[config.mk]
export PLATFORM = sky130hd
export DESIGN_NAME = page_size_range_splitter_core
export DESIGN_NICKNAME = d
export VERILOG_FILES = /design/src/sv/psrs_pkg.sv /design/src/sv/page_size_range_splitter_core.sv /design/src/sv/psrs_front.sv /design/src/sv/psrs_fifo.sv /design/src/sv/psrs_back.sv
export SDC_FILE = /design/constraint.sdc
export NUM_CORES = 2
export LEC_CHECK = 0
export BUFFER_PORTS_ARGS = -buffer_cell sky130_fd_sc_hd__buf_4
export CAP_MARGIN = 15
export CORE_AREA = 4 4 455 794
export CTS_CLUSTER_SIZE = 12
export DETAILED_ROUTE_END_ITERATION = 7
export DIE_AREA = 0 0 459 798
export PLACE_DENSITY_LB_ADDON = 0.2
export SLEW_MARGIN = 10
export SYNTH_ARGS = -nofsm -noshare
export SYNTH_HDL_FRONTEND = slang
export SYNTH_SLANG_ARGS = --single-unit
[constraint.sdc]
create_clock -name clk -period 47.1 [get_ports clk]
set_input_delay 2.355 -clock clk [delete_from_list [all_inputs] [get_ports clk]]
set_output_delay 2.355 -clock clk [all_outputs]
set_load 0.05 [all_outputs]
[src/sv/psrs_pkg.sv]
// ----------------------------------------------------------------------------
// psrs_pkg
// Shared types, constants and helpers of the page size range splitter.
// ----------------------------------------------------------------------------
package psrs_pkg;

  localparam int ADDR_BITS_DEFAULT   = 52;
  localparam int MAX_ENTRIES_DEFAULT = 256;

  localparam int FIELD_W  = 52;
  localparam int PAGES_W  = 40;
  localparam int INDEX_W  = 8;
  localparam int NUM_RUNS = 5;

  localparam int SHIFT_4K = 12;
  localparam int SHIFT_2M = 21;
  localparam int SHIFT_1G = 30;

  localparam logic [2:0] RUN_HEAD_4K = 3'd0;
  localparam logic [2:0] RUN_MID_2M  = 3'd1;
  localparam logic [2:0] RUN_BODY_1G = 3'd2;
  localparam logic [2:0] RUN_TAIL_2M = 3'd3;
  localparam logic [2:0] RUN_TAIL_4K = 3'd4;

  typedef enum logic [1:0] {
    SIZE_4K = 2'd0,
    SIZE_2M = 2'd1,
    SIZE_1G = 2'd2
  } size_code_t;

  typedef struct packed {
    logic full;
    logic empty;
  } fifo_status_t;

  function automatic size_code_t run_size(input logic [2:0] run);
    size_code_t c;
    case (run)
      RUN_HEAD_4K: c = SIZE_4K;
      RUN_MID_2M:  c = SIZE_2M;
      RUN_BODY_1G: c = SIZE_1G;
      RUN_TAIL_2M: c = SIZE_2M;
      RUN_TAIL_4K: c = SIZE_4K;
      default:     c = SIZE_4K;
    endcase
    return c;
  endfunction

endpackage

[src/sv/page_size_range_splitter_core.sv]
// ----------------------------------------------------------------------------
// page_size_range_splitter_core
// Splits physical ranges into 4 KiB, 2 MiB and 1 GiB page descriptors.
// ----------------------------------------------------------------------------
// Each accepted range is aligned down to 4 KiB at both ends and cut into up
// to five runs (4 KiB head, 2 MiB up to 1 GiB, 1 GiB body, 2 MiB tail, 4 KiB
// tail); every non-empty run gives one result, merged into the previous
// descriptor where it continues it. A range passes a three stage classifier
// and waits in a two entry queue; the emitter then gives one result per
// cycle while the output is not stalled, one for each run that the range
// produces (one to five), and an empty range is not queued and gives no
// result. A range is accepted every cycle while the queue has room.
module page_size_range_splitter_core import psrs_pkg::*; #(
  parameter int ADDR_BITS   = ADDR_BITS_DEFAULT,
  parameter int MAX_ENTRIES = MAX_ENTRIES_DEFAULT
) (
  input  logic               clk,
  input  logic               rst,
  input  logic               in_valid,
  output logic               in_stall,
  input  logic [FIELD_W-1:0] range_start,
  input  logic [FIELD_W-1:0] range_end,
  input  logic               uncached,
  output logic               out_valid,
  input  logic               out_stall,
  output logic [FIELD_W-1:0] run_start,
  output logic [PAGES_W-1:0] run_pages,
  output logic [1:0]         size_code,
  output logic               run_uncached,
  output logic               revises_previous,
  output logic [INDEX_W-1:0] entry_index,
  output logic               table_overflow,
  output logic               last_of_run
);

  localparam int QW = 1 + NUM_RUNS + NUM_RUNS * (2 * ADDR_BITS + PAGES_W);

  fifo_status_t  fifo_st;
  logic          push;
  logic          pop;
  logic [QW-1:0] push_data;
  logic [QW-1:0] head_data;

  psrs_front #(
    .ADDR_BITS (ADDR_BITS)
  ) u_front (
    .clk         (clk),
    .rst         (rst),
    .in_valid    (in_valid),
    .in_stall    (in_stall),
    .range_start (range_start),
    .range_end   (range_end),
    .uncached    (uncached),
    .fifo_st     (fifo_st),
    .push        (push),
    .push_data   (push_data)
  );

  psrs_fifo #(
    .WIDTH (QW)
  ) u_fifo (
    .clk       (clk),
    .rst       (rst),
    .push      (push),
    .push_data (push_data),
    .pop       (pop),
    .pop_data  (head_data),
    .status    (fifo_st)
  );

  psrs_back #(
    .ADDR_BITS   (ADDR_BITS),
    .MAX_ENTRIES (MAX_ENTRIES)
  ) u_back (
    .clk              (clk),
    .rst              (rst),
    .head_data        (head_data),
    .fifo_st          (fifo_st),
    .pop              (pop),
    .out_valid        (out_valid),
    .out_stall        (out_stall),
    .run_start        (run_start),
    .run_pages        (run_pages),
    .size_code        (size_code),
    .run_uncached     (run_uncached),
    .revises_previous (revises_previous),
    .entry_index      (entry_index),
    .table_overflow   (table_overflow),
    .last_of_run      (last_of_run)
  );

endmodule

[src/sv/psrs_front.sv]
// ----------------------------------------------------------------------------
// psrs_front
// Accepts ranges, aligns them and cuts them into five candidate runs over a
// three stage pipeline, then pushes runs and page counts into the queue.
// ----------------------------------------------------------------------------
module psrs_front import psrs_pkg::*; #(
  parameter int ADDR_BITS = ADDR_BITS_DEFAULT
) (
  input  logic                 clk,
  input  logic                 rst,
  input  logic                 in_valid,
  output logic                 in_stall,
  input  logic [FIELD_W-1:0]   range_start,
  input  logic [FIELD_W-1:0]   range_end,
  input  logic                 uncached,
  input  fifo_status_t         fifo_st,
  output logic                 push,
  output logic [1+NUM_RUNS+NUM_RUNS*(2*ADDR_BITS+PAGES_W)-1:0] push_data
);

  localparam int AB = ADDR_BITS;
  localparam int IW = ADDR_BITS + 1;

  localparam logic [IW-1:0] M4K = {{(IW-SHIFT_4K){1'b0}}, {SHIFT_4K{1'b1}}};
  localparam logic [IW-1:0] M2M = {{(IW-SHIFT_2M){1'b0}}, {SHIFT_2M{1'b1}}};
  localparam logic [IW-1:0] M1G = {{(IW-SHIFT_1G){1'b0}}, {SHIFT_1G{1'b1}}};

  function automatic logic [IW-1:0] up2m(input logic [IW-1:0] a);
    return (a + M2M) & ~M2M;
  endfunction

  function automatic logic [IW-1:0] up1g(input logic [IW-1:0] a);
    return (a + M1G) & ~M1G;
  endfunction

  function automatic logic [PAGES_W-1:0] page_count(input logic [AB-1:0] s,
                                                    input logic [AB-1:0] e,
                                                    input size_code_t c);
    logic [AB-1:0] d;
    logic [63:0]   q;
    d = e - s;
    case (c)
      SIZE_1G: q = 64'(d >> SHIFT_1G);
      SIZE_2M: q = 64'(d >> SHIFT_2M);
      default: q = 64'(d >> SHIFT_4K);
    endcase
    return q[PAGES_W-1:0];
  endfunction

  logic          st1_valid;
  logic [IW-1:0] st1_a;
  logic [IW-1:0] st1_l;
  logic          st1_unc;

  logic          st2_valid;
  logic [IW-1:0] st2_s [2];
  logic [IW-1:0] st2_e [2];
  logic [1:0]    st2_v;
  logic [IW-1:0] st2_a;
  logic [IW-1:0] st2_l;
  logic          st2_unc;

  logic                st3_valid;
  logic [AB-1:0]       st3_s [NUM_RUNS];
  logic [AB-1:0]       st3_e [NUM_RUNS];
  logic [NUM_RUNS-1:0] st3_v;
  logic                st3_unc;

  logic adv1, adv2, adv3;
  logic ready1, ready2, ready3;

  logic [63:0]   rs64, re64;
  logic [IW-1:0] in_a, in_l;

  logic [IW-1:0] u2, a1, s1, t1, d2, e1, a2;
  logic          hv, mv;

  logic [IW-1:0] s2, e2, a3, s3, e3, a4;
  logic          gv, tv, fv;

  logic [NUM_RUNS*AB-1:0]      s_flat, e_flat;
  logic [NUM_RUNS*PAGES_W-1:0] p_flat;

  assign adv3   = st3_valid && (!fifo_st.full || st3_v == '0);
  assign ready3 = !st3_valid || adv3;
  assign adv2   = st2_valid && ready3;
  assign ready2 = !st2_valid || adv2;
  assign adv1   = st1_valid && ready2;
  assign ready1 = !st1_valid || adv1;

  assign in_stall = !ready1;
  assign push     = adv3 && st3_v != '0;

  always_comb begin
    rs64 = 64'(range_start);
    re64 = 64'(range_end);
    in_a = {1'b0, rs64[AB-1:0]} & ~M4K;
    in_l = {1'b0, re64[AB-1:0]} & ~M4K;
  end

  always_comb begin
    u2 = up2m(st1_a);
    a1 = (u2 > st1_l) ? st1_l : u2;
    hv = st1_a < a1;
    s1 = up2m(a1);
    t1 = up1g(a1);
    d2 = st1_l & ~M2M;
    e1 = (t1 > d2) ? d2 : t1;
    mv = s1 < e1;
    a2 = mv ? e1 : a1;
  end

  always_comb begin
    s2 = up1g(st2_a);
    e2 = st2_l & ~M1G;
    gv = s2 < e2;
    a3 = gv ? e2 : st2_a;
    s3 = up2m(a3);
    e3 = st2_l & ~M2M;
    tv = s3 < e3;
    a4 = tv ? e3 : a3;
    fv = a4 < st2_l;
  end

  always_ff @(posedge clk) begin
    if (rst) begin
      st1_valid <= 1'b0;
      st2_valid <= 1'b0;
      st3_valid <= 1'b0;
    end else begin
      if (ready1) begin
        st1_valid <= in_valid;
      end
      if (ready2) begin
        st2_valid <= adv1;
      end
      if (ready3) begin
        st3_valid <= adv2;
      end
    end
  end

  always_ff @(posedge clk) begin
    if (in_valid && ready1) begin
      st1_a   <= in_a;
      st1_l   <= in_l;
      st1_unc <= uncached;
    end
    if (adv1) begin
      st2_s[0] <= st1_a;
      st2_e[0] <= a1;
      st2_s[1] <= s1;
      st2_e[1] <= e1;
      st2_v    <= {mv, hv};
      st2_a    <= a2;
      st2_l    <= st1_l;
      st2_unc  <= st1_unc;
    end
    if (adv2) begin
      st3_s[RUN_HEAD_4K] <= st2_s[0][AB-1:0];
      st3_e[RUN_HEAD_4K] <= st2_e[0][AB-1:0];
      st3_s[RUN_MID_2M]  <= st2_s[1][AB-1:0];
      st3_e[RUN_MID_2M]  <= st2_e[1][AB-1:0];
      st3_s[RUN_BODY_1G] <= s2[AB-1:0];
      st3_e[RUN_BODY_1G] <= e2[AB-1:0];
      st3_s[RUN_TAIL_2M] <= s3[AB-1:0];
      st3_e[RUN_TAIL_2M] <= e3[AB-1:0];
      st3_s[RUN_TAIL_4K] <= a4[AB-1:0];
      st3_e[RUN_TAIL_4K] <= st2_l[AB-1:0];
      st3_v              <= {fv, tv, gv, st2_v};
      st3_unc            <= st2_unc;
    end
  end

  always_comb begin
    for (int k = 0; k < NUM_RUNS; k++) begin
      s_flat[k*AB +: AB]           = st3_s[k];
      e_flat[k*AB +: AB]           = st3_e[k];
      p_flat[k*PAGES_W +: PAGES_W] = page_count(st3_s[k], st3_e[k], run_size(3'(k)));
    end
    push_data = {st3_unc, st3_v, s_flat, e_flat, p_flat};
  end

endmodule

[src/sv/psrs_fifo.sv]
// ----------------------------------------------------------------------------
// psrs_fifo
// Two entry queue that decouples the range classifier from the emitter.
// ----------------------------------------------------------------------------
module psrs_fifo import psrs_pkg::*; #(
  parameter int WIDTH = 8
) (
  input  logic             clk,
  input  logic             rst,
  input  logic             push,
  input  logic [WIDTH-1:0] push_data,
  input  logic             pop,
  output logic [WIDTH-1:0] pop_data,
  output fifo_status_t     status
);

  logic [WIDTH-1:0] slots [2];
  logic             wr_ptr;
  logic             rd_ptr;
  logic [1:0]       count;

  assign pop_data     = slots[rd_ptr];
  assign status.full  = count == 2'd2;
  assign status.empty = count == 2'd0;

  always_ff @(posedge clk) begin
    if (rst) begin
      wr_ptr <= 1'b0;
      rd_ptr <= 1'b0;
      count  <= 2'd0;
    end else begin
      if (push) begin
        wr_ptr <= ~wr_ptr;
      end
      if (pop) begin
        rd_ptr <= ~rd_ptr;
      end
      if (push && !pop) begin
        count <= count + 2'd1;
      end else if (pop && !push) begin
        count <= count - 2'd1;
      end
    end
  end

  always_ff @(posedge clk) begin
    if (push) begin
      slots[wr_ptr] <= push_data;
    end
  end

endmodule

[src/sv/psrs_back.sv]
// ----------------------------------------------------------------------------
// psrs_back
// Walks the queue head's runs one per cycle unless the output stalls, merges
// each into the last descriptor it continues, counts entries, drives results.
// ----------------------------------------------------------------------------
module psrs_back import psrs_pkg::*; #(
  parameter int ADDR_BITS   = ADDR_BITS_DEFAULT,
  parameter int MAX_ENTRIES = MAX_ENTRIES_DEFAULT
) (
  input  logic               clk,
  input  logic               rst,
  input  logic [1+NUM_RUNS+NUM_RUNS*(2*ADDR_BITS+PAGES_W)-1:0] head_data,
  input  fifo_status_t       fifo_st,
  output logic               pop,
  output logic               out_valid,
  input  logic               out_stall,
  output logic [FIELD_W-1:0] run_start,
  output logic [PAGES_W-1:0] run_pages,
  output logic [1:0]         size_code,
  output logic               run_uncached,
  output logic               revises_previous,
  output logic [INDEX_W-1:0] entry_index,
  output logic               table_overflow,
  output logic               last_of_run
);

  localparam int AB = ADDR_BITS;
  localparam int CW = $clog2(MAX_ENTRIES);
  localparam logic [CW-1:0] LAST_IDX = CW'(MAX_ENTRIES - 1);

  logic [AB-1:0]       h_s [NUM_RUNS];
  logic [AB-1:0]       h_e [NUM_RUNS];
  logic [PAGES_W-1:0]  h_p [NUM_RUNS];
  logic [NUM_RUNS-1:0] h_mask;
  logic                h_unc;

  logic [NUM_RUNS-1:0] done;
  logic [NUM_RUNS-1:0] cur;
  logic [NUM_RUNS-1:0] sel_oh;
  logic [2:0]          sel;
  logic                found;
  logic                last;
  logic                emit;
  logic                merge;
  logic                fits;
  size_code_t          code;
  logic [AB-1:0]       sel_s;
  logic [AB-1:0]       sel_e;
  logic [PAGES_W-1:0]  sel_p;
  logic [PAGES_W-1:0]  sum_pages;
  logic [CW-1:0]       idx;
  logic [AB-1:0]       res_start;
  logic [PAGES_W-1:0]  res_pages;
  logic [63:0]         start64;

  logic [AB-1:0]      prev_start;
  logic [AB-1:0]      prev_end;
  logic [PAGES_W-1:0] prev_pages;
  size_code_t         prev_size;
  logic               prev_uncached;
  logic               prev_valid;
  logic [CW-1:0]      entry_count;

  always_comb begin
    for (int k = 0; k < NUM_RUNS; k++) begin
      h_p[k] = head_data[k*PAGES_W +: PAGES_W];
      h_e[k] = head_data[NUM_RUNS*PAGES_W + k*AB +: AB];
      h_s[k] = head_data[NUM_RUNS*(PAGES_W+AB) + k*AB +: AB];
    end
    h_mask = head_data[NUM_RUNS*(PAGES_W+2*AB) +: NUM_RUNS];
    h_unc  = head_data[NUM_RUNS*(PAGES_W+2*AB) + NUM_RUNS];
  end

  always_comb begin
    cur   = h_mask & ~done;
    sel   = 3'd0;
    found = 1'b0;
    for (int k = 0; k < NUM_RUNS; k++) begin
      if (cur[k] && !found) begin
        sel   = 3'(k);
        found = 1'b1;
      end
    end
    sel_oh = NUM_RUNS'(1) << sel;
    last   = (cur & ~sel_oh) == '0;
    emit   = !fifo_st.empty && (!out_valid || !out_stall);
    pop    = emit && last;

    code      = run_size(sel);
    sel_s     = h_s[sel];
    sel_e     = h_e[sel];
    sel_p     = h_p[sel];
    sum_pages = prev_pages + sel_p;
    merge     = prev_valid && prev_size == code && prev_uncached == h_unc &&
                prev_end == sel_s;
    fits      = entry_count < LAST_IDX;

    if (merge) begin
      res_start = prev_start;
      res_pages = sum_pages;
      idx       = entry_count - CW'(1);
    end else if (fits) begin
      res_start = sel_s;
      res_pages = sel_p;
      idx       = entry_count;
    end else begin
      res_start = sel_s;
      res_pages = sel_p;
      idx       = LAST_IDX;
    end
    start64 = 64'(res_start);
  end

  always_ff @(posedge clk) begin
    if (rst) begin
      out_valid   <= 1'b0;
      done        <= '0;
      prev_valid  <= 1'b0;
      entry_count <= '0;
    end else begin
      if (emit) begin
        out_valid <= 1'b1;
      end else if (!out_stall) begin
        out_valid <= 1'b0;
      end
      if (emit) begin
        done <= last ? '0 : (done | sel_oh);
        if (merge) begin
          prev_valid <= 1'b1;
        end else if (fits) begin
          prev_valid  <= 1'b1;
          entry_count <= entry_count + CW'(1);
        end else begin
          prev_valid <= 1'b0;
        end
      end
    end
  end

  always_ff @(posedge clk) begin
    if (emit) begin
      if (merge) begin
        prev_pages <= sum_pages;
        prev_end   <= sel_e;
      end else if (fits) begin
        prev_start    <= sel_s;
        prev_end      <= sel_e;
        prev_pages    <= sel_p;
        prev_size     <= code;
        prev_uncached <= h_unc;
      end
      run_start        <= start64[FIELD_W-1:0];
      run_pages        <= res_pages;
      size_code        <= code;
      run_uncached     <= h_unc;
      revises_previous <= merge;
      entry_index      <= INDEX_W'(idx);
      table_overflow   <= !merge && !fits;
      last_of_run      <= last;
    end
  end

`ifndef SYNTHESIS
  a_rev_ovf_excl: assert property (@(posedge clk) disable iff (rst)
    out_valid |-> !(revises_previous && table_overflow))
    else $error("merged descriptor flagged as overflow");

  a_count_bound: assert property (@(posedge clk) disable iff (rst)
    entry_count <= LAST_IDX)
    else $error("entry count passed the last free table position");

  a_done_subset: assert property (@(posedge clk) disable iff (rst)
    !fifo_st.empty |-> (done & ~h_mask) == '0)
    else $error("emitted run not present in the queue head");

  a_count_step: assert property (@(posedge clk) disable iff (rst)
    emit && !merge && fits |=> entry_count == CW'($past(entry_count) + CW'(1)))
    else $error("new descriptor did not advance the entry count");

  a_merge_nonempty: assert property (@(posedge clk) disable iff (rst)
    emit && merge |-> entry_count != '0)
    else $error("merge with no stored descriptor");
`endif

endmodule

==> Yosys cells after proc, flatten, opt, wreduce, memory -nomap -nowiden <==
Memories as Yosys holds them, arrays and structs flattened. A register that Yosys moved wholly into a read port is not among the register bits.
Cells that the tools add are included.
{ "word_totals": {"regBits": 458, "mem_bits_rw": 2088, "inputBits": 109, "out_inout_bits": 108, "wordCells": 172, "memories": 5} }
{ "classes": {"addsub": 15, "n_lt_le_gt_ge": 9, "n_eq_ne": 8, "shifts": 1, "mux": 46, "n_bitwise": 9, "n_reduce_logical": 47} }
{ "memory_table": {"columns": ["memory", "words", "word_bits", "read_ports", "rd_clocked_by_memory_dff", "write_ports", "line_no", "text"], "rows": [
  ["u_fifo.slots", 2, 690, 1, 1, 1, "psrs_fifo.sv:17", "logic [WIDTH-1:0] slots [2];"],
  ["u_front.st3_e", 5, 52, 5, 0, 5, "psrs_front.sv:65", "logic [AB-1:0] st3_e [NUM_RUNS];"],
  ["u_front.st3_s", 5, 52, 5, 0, 5, "psrs_front.sv:64", "logic [AB-1:0] st3_s [NUM_RUNS];"],
  ["u_front.st2_e", 2, 53, 2, 0, 2, "psrs_front.sv:57", "logic [IW-1:0] st2_e [2];"],
  ["u_front.st2_s", 2, 41, 2, 0, 2, "psrs_front.sv:56", "logic [IW-1:0] st2_s [2];"]
]} }
{ "ops": {"columns": ["operator", "n"], "rows": [
  ["52-bit two-way mux", 7],
  ["52-bit binary-select mux with 3-bit select", 2],
  ["53-bit two-way mux", 5],
  ["52-bit subtractor", 5],
  ["40-bit two-way mux", 5],
  ["53-bit by 52-bit less-than comparator with 1-bit output", 3],
  ["40-bit binary-select mux with 3-bit select", 1],
  ["53-bit by 21-bit adder with 53-bit output (second input constant)", 2],
  ["53-bit by 30-bit adder with 53-bit output (second input constant)", 2],
  ["53-bit by 52-bit > comparator with 1-bit output", 2],
  ["52-bit by 21-bit adder with 53-bit output (second input constant)", 1],
  ["52-bit by 53-bit less-than comparator with 1-bit output", 1],
  ["53-bit less-than comparator", 1],
  ["52-bit equality test", 1],
  ["40-bit adder", 1],
  ["1-bit logical AND", 17],
  ["1-bit two-way mux", 17],
  ["1-bit zero test", 16],
  ["8-bit two-way mux", 2],
  ["5-bit bitwise AND", 2],
  ["5-bit zero test", 2],
  ["5-bit NOT", 2],
  ["8-bit by 1-bit adder with 8-bit output (second input constant)", 1],
  ["8-bit less-than comparator (second input constant)", 1],
  ["other kinds (25)", 36]
]} }

==> Longest topological paths before layout <==
{ "logic_depth": {"depth_word": 24, "ltp_mapped": 46, "depth_no_buf": 45} }

==> By module <==
Synthesis repeated with hierarchy kept, for this count alone.
{ "unflattened": {"cells_unflattened": 7648, "area_unflattened_um2": 108899.4} }
{ "by_module_without_submodules": {"columns": ["module", "instances", "cells_each", "area_each_um2", "seq_area_each_um2"], "rows": [
  ["psrs_fifo", 1, 2281, 53144.7, 43701.9],
  ["psrs_front", 1, 3532, 38137.8, 17717.0],
  ["psrs_back", 1, 1835, 17616.9, 7897.6]
]} }

==> Least setup slack after synthesis <==
No wires, ideal clock.
{ "synth_timing": {"kind": "register -> register", "start": "register u_front.st3_v[0]", "end": "memory u_fifo.slots[0][0] in the netlist's numbering (enable)", "setup_time_ns": 1.264, "arrival_time_ns": 19.126, "t_required_ns": 45.836, "path_slack_ns": 26.710, "path_stages_with_launch": 5, "path_buffers": 0, "synth_period_minus_slack_ns": 20.390, "cell_sequence": "edfxtp_1 -> or4_1 -> o21ai_0 -> nand2b_1 -> nor2_1"} }
{ "synth_between": {"elab_chain_cells": 6, "word_cells_on_any_way": 7, "classes_between": "mux: 2; reduce/logical: 5"} }
{ "synth_rtl": {"columns": ["item", "line_no", "text"], "rows": [
  ["start, declared", "psrs_front.sv:66", "logic [NUM_RUNS-1:0] st3_v;"],
  ["start signal, assigned", "psrs_front.sv:170", "st3_v <= {fv, tv, gv, st2_v};"],
  ["5-bit zero test", "psrs_front.sv:84", "assign adv3 = st3_valid && (!fifo_st.full || st3_v == '0);"],
  ["1-bit logical OR", "psrs_front.sv:84", null],
  ["1-bit logical AND", "psrs_front.sv:84", null],
  ["1-bit logical AND (*)", "psrs_front.sv:92", "assign push = adv3 && st3_v != '0;"],
  ["1-bit two-way mux (*)", "psrs_fifo.sv:47", "if (push) begin"],
  ["1-bit two-way mux (implied by the code) (*)", "psrs_fifo.sv:48", "slots[wr_ptr] <= push_data;"],
  ["end, declared", "psrs_fifo.sv:17", null]
]} }
Mark *: on every way between the ends. The rest lies on a longest branch, timed or not.

==> Worst setup path after layout <==
{ "layout_timing": {"start": "register u_front.st1_a[16]", "end": "register u_front.st2_a[51] (data pin)"} }
{ "layout_between": {"elab_chain_cells": 8, "word_cells_on_any_way": 9, "classes_between": "add/sub: 3; order compare: 3; mux: 3"} }
{ "layout_rtl": {"columns": ["item", "line_no", "text"], "rows": [
  ["start, declared", "psrs_front.sv:51", "logic [IW-1:0] st1_a;"],
  ["start signal, assigned", "psrs_front.sv:145", "st1_a <= in_a;"],
  ["52-bit by 21-bit adder with 53-bit output (*)", "psrs_front.sv:29", "return (a + M2M) & ~M2M;"],
  ["53-bit by 52-bit > comparator with 1-bit output", "psrs_front.sv:103", "a1 = (u2 > st1_l) ? st1_l : u2;"],
  ["53-bit two-way mux (*)", "psrs_front.sv:103", null],
  ["53-bit by 30-bit adder with 53-bit output", "psrs_front.sv:33", "return (a + M1G) & ~M1G;"],
  ["53-bit by 52-bit > comparator with 1-bit output", "psrs_front.sv:108", "e1 = (t1 > d2) ? d2 : t1;"],
  ["53-bit two-way mux", "psrs_front.sv:108", null],
  ["53-bit less-than comparator", "psrs_front.sv:109", "mv = s1 < e1;"],
  ["53-bit two-way mux (*)", "psrs_front.sv:110", "a2 = mv ? e1 : a1;"],
  ["net u_front.a2[51]", "psrs_front.sv:75", "logic [IW-1:0] u2, a1, s1, t1, d2, e1, a2;"],
  ["end signal, assigned", "psrs_front.sv:155", "st2_a <= a2;"],
  ["end, declared", "psrs_front.sv:59", "logic [IW-1:0] st2_a;"]
]} }
The timed path passes the listed nets; every way through them passes the cells marked *.
A chain may end at the register's enable or synchronous reset.

==> summary.txt <==
GRT
  • Global-route wire length before repair: just over 400,000 um
  • Initial antenna violation count: 9
  • Largest net degree at the start of global routing: roughly 120
  • GRT Total Usage: ~16%
  • Grt ovf: 0
  • Vias in the first global route: between 50,000 and 60,000

Synthesis
  • Synth top area cells: edfxtp_1 63%, ha_1 6.4%, mux2i_1 4.2%
  • Async SR Flop Fraction: 0%
  • Gate Count Post-Synth: ~6,000
  • Avg Cell Area, Syn: roughly 13 sq um
  • Yosys cell types: 100
  • Synth Flop Type: edfxtp_1
  • Yosys top cell by area: edfxtp_1
  • Ys Warns: 0
  • Sequential area share after synthesis: 63.2%
  • Post-Syn Area: between 80,000 and 90,000 sq um
  • FF+latch count, synth: between 1,500 and 2,000
  • EDFF count, synth: ~1,700
  • Synth top area share: a little over three fifths

Clock network
  • Worst skew pair latency: ~870 ps
  • CTS Hold Bufs: 0
  • CTS buffer count: ~180
  • CTS tree: built
  • Clk sinks: 1,718
  • Post-CTS Setup Inserts: 0
  • Resized cells post-CTS: 0
  • Root Driver: clkbuf_16
  • CTS H-tree depth: 4
  • Longest Clk Path Bufs: 4
  • Clock transition time at the flip-flop clock pins of the worst setup and hold paths: ~60 ps

Route
  • Met3 WL post-DR: approximately 8700 um
  • Vias: about 50,000
  • Mean number of vias per cell: roughly 4.5
  • Top Layer Used: met5
  • Final ANT Viol Nets: 0
  • Met1 wire length: ~110,000 um
  • Initial DRC count: around 3,500
  • Detailed Route WL: 302,000 um
  • DR DRC count: 0
  • Routed wl met2: about 160,000 um
  • Routed length per instance: 27.2 um
  • Initial DRT Pass Iterations: 8

Critical path
  • Worst EP required: 47,670 ps
  • Crit path max-delay cell type: nor4_1
  • Worst Setup Start Kind: flip-flop
  • Crit path DAT: around 15,000 ps
  • Critical Path Max Stage Delay: 1080 ps
  • CP Capture Type: flip-flop
  • Crit path kind: reg2reg
  • Most used cell, CP: buf_4
  • Largest fanout on the critical path: 45

STA
  • RSZ-0062 raised after global routing: no
  • Clk_skew: 74.7 ps
  • Final Hold Vio Count: 0
  • Peak Freq: between 0.06 and 0.07 GHz
  • # setup viols final: 0
  • Setup TNS: 0 ps
  • Slew Viols, Final: 0
  • Tightest Pin Transition: 1310 ps
  • Post-layout minimum cycle time: between 10,000 and 15,000 ps
  • Worst rel slew slack: between 10% and 20%
  • Period utilisation layout: between 30% and 40%

Die
  • Die Height: roughly 800 um
  • Core footprint: ~350,000 sq um
  • Die boundary width: 459 um
  • Die Area: 366,000 sq um
  • I/O pin count: between 200 and 250
  • Initial Util: between 20% and 30%
  • Row count: about 290

Placement
  • Placed cell area: a little under 90,000 sq um
  • Buffers added on ports: between 150 and 200
  • Post-DP HPWL: ~240,000 um
  • Placed cell count: 10,813
  • GP Congestion: 0.996

Power and ir drop
  • P_sw: 1110 uW
  • Net Sw Frac: 28.9%
  • Clock share of power: ~35%
  • Peak supply drop: between 0.02 and 0.03 mV
  • Combinational share of power: between 10% and 20%
  • Pwr Total: roughly 3900 uW
  • PwrDens: approximately 41 nW/um^2
  • Static leakage: about 0.033 uW
  • Int Pwr: 2740 uW
  • Sequential share of power: a little under half

Hold path
  • Worst Hold Class: reg2reg

Cells and area
  • Final instance area: roughly 94,000 sq um
  • Area Growth Syn to Fin: 15.5%
  • Final nets: just under 7,000
  • Share of layout cells above drive strength 1: 11.2%
  • Fin util: between 20% and 30%
  • Final cell count without fillers: 11,079
  • Number of fillers in the final layout: 36,388

Outcome
  • Outcome: completed

Flow run
  • Max-cap violation count: 0
[cells in the mapped netlist, types with 102 or more instances]
library cell and n:
mux2i_1 339, nand2_1 358, nor2_1 325, inv_1 417, nand3_1 124, xnor2_1 224
a21oi_1 297, edfxtp_1 1695, ha_1 414, a21o_1 124, xor2_1 102, o21ai_0 260
[sequential cells by signal (all words and copies together), names as in the netlist, 40 cells and up, named ones only]
register and count:
u_back.prev_start 40, u_back.prev_end 40, u_front.st3_e 111, u_back.prev_pages 40, u_front.st2_s 71, u_front.st2_a 41, u_front.st2_e 71, u_front.st2_l 40
u_back.run_start 40, u_fifo.slots 890, u_back.run_pages 40, u_front.st1_l 40, u_front.st1_a 40, u_front.st3_s 164
[cells by family after synthesis]
group | synth area share, %
xor+xnor | 3.51
mux | 6.45
buf+inv | 3.02
compound gates | 9.21
flops | 63.2
fa+ha+maj | 6.52
simple gates | 8.13
other cells | 0.00924
[path summary, 6_finish.rpt]
check / from / endpoint / slack [ps] / cells past startpoint
setup / recovery: u_front.st1_a[16] / u_front.st2_a[51] / 32420 / 39
hold / removal: u_front.st2_e[0][74] / u_front.st3_e[0][73] / 410 / 0
setup reg to reg: u_front.st1_a[16] / u_front.st2_a[51] / 32420 / 39
hold reg to reg: u_front.st2_e[0][74] / u_front.st3_e[0][73] / 410 / 0
[metrics by stage]
step                setup slack (ps)  hold WS, ps
floorplan                      26710          400
global placement               31920          404
detailed placement             31990          405
CTS                            31940          410
global route                   31930          412
finish                         32420          407
[power by group through the flow]
stage	logic (uW)	clock network (uW)	registers, uW
after floorplan	381	0	1900
after global placement	694	0	1860
after detailed placement	701	0	1860
after CTS	703	1380	1830
after global routing	745	1430	1840
final	692	1330	1830
[critical path, delay by kind of cell, from the launching register on]
| kind | cells | cell delay (ps) |
|---|---|---|
| buffers and inverters | 6 | 2310 |
| multiplexers | 3 | 1140 |
| XOR/XNOR | 2 | 620 |
| AND/OR/NAND/NOR | 13 | 5900 |
| AO/OA/AOI/OAI | 12 | 2930 |
| adder cells (fa/ha/maj) | 3 | 900 |
| flip-flops | 1 | 450 |
[placed cells by master (no fill, tap or decap), types with 22 or more instances in the layout]
master | synthesis | routed
edfxtp_1 | 1695 | 1695
dfxtp_1 | 23 | 22
nor3_1 | 87 | 85
xnor2_1 | 224 | 221
nand3_1 | 124 | 124
ha_1 | 414 | 414
o22a_1 | 42 | 42
mux2_2 | 80 | 80
and3_1 | 40 | 40
a31oi_1 | 47 | 47
a21o_1 | 124 | 124
nor2_1 | 325 | 320
inv_1 | 417 | 417
nand2_1 | 358 | 357
o22ai_1 | 42 | 42
o21a_1 | 57 | 57
and2_1 | 22 | 22
mux4_2 | 39 | 39
buf_4 | 14 | 297
nand4_1 | 72 | 72
xor2_1 | 102 | 102
nor4_1 | 62 | 59
nand2b_1 | 58 | 58
clkbuf_16 | 0 | 180
nor2b_1 | 69 | 67
clkbuf_1 | 89 | 41
mux2i_1 | 339 | 339
a211oi_1 | 42 | 40
a21oi_1 | 297 | 296
or3_1 | 23 | 22
o21ai_0 | 260 | 259
[layout make-up]
class | instances | area [sq um] | area share (%)
diodes | 11 | 27.5 | 0.0293
clock buffers | 222 | 4670 | 4.97
clock inverters | 32 | 413 | 0.440
inverters | 419 | 1570 | 1.67
multi-input cells | 3721 | 27800 | 29.6
flip-flops and latches | 1718 | 51400 | 54.7
well taps | 4656 | 5830 | 6.20
repair buffers | 300 | 2290 | 2.44
[routing by layer]
layer,up-vias,GRT usage [%]
li1,23309,-
met1,25053,17.1
met2,1190,30.0
met3,496,1.57
met4,6,10.3
met5,-,0
(Power assumes the default switching activity.)
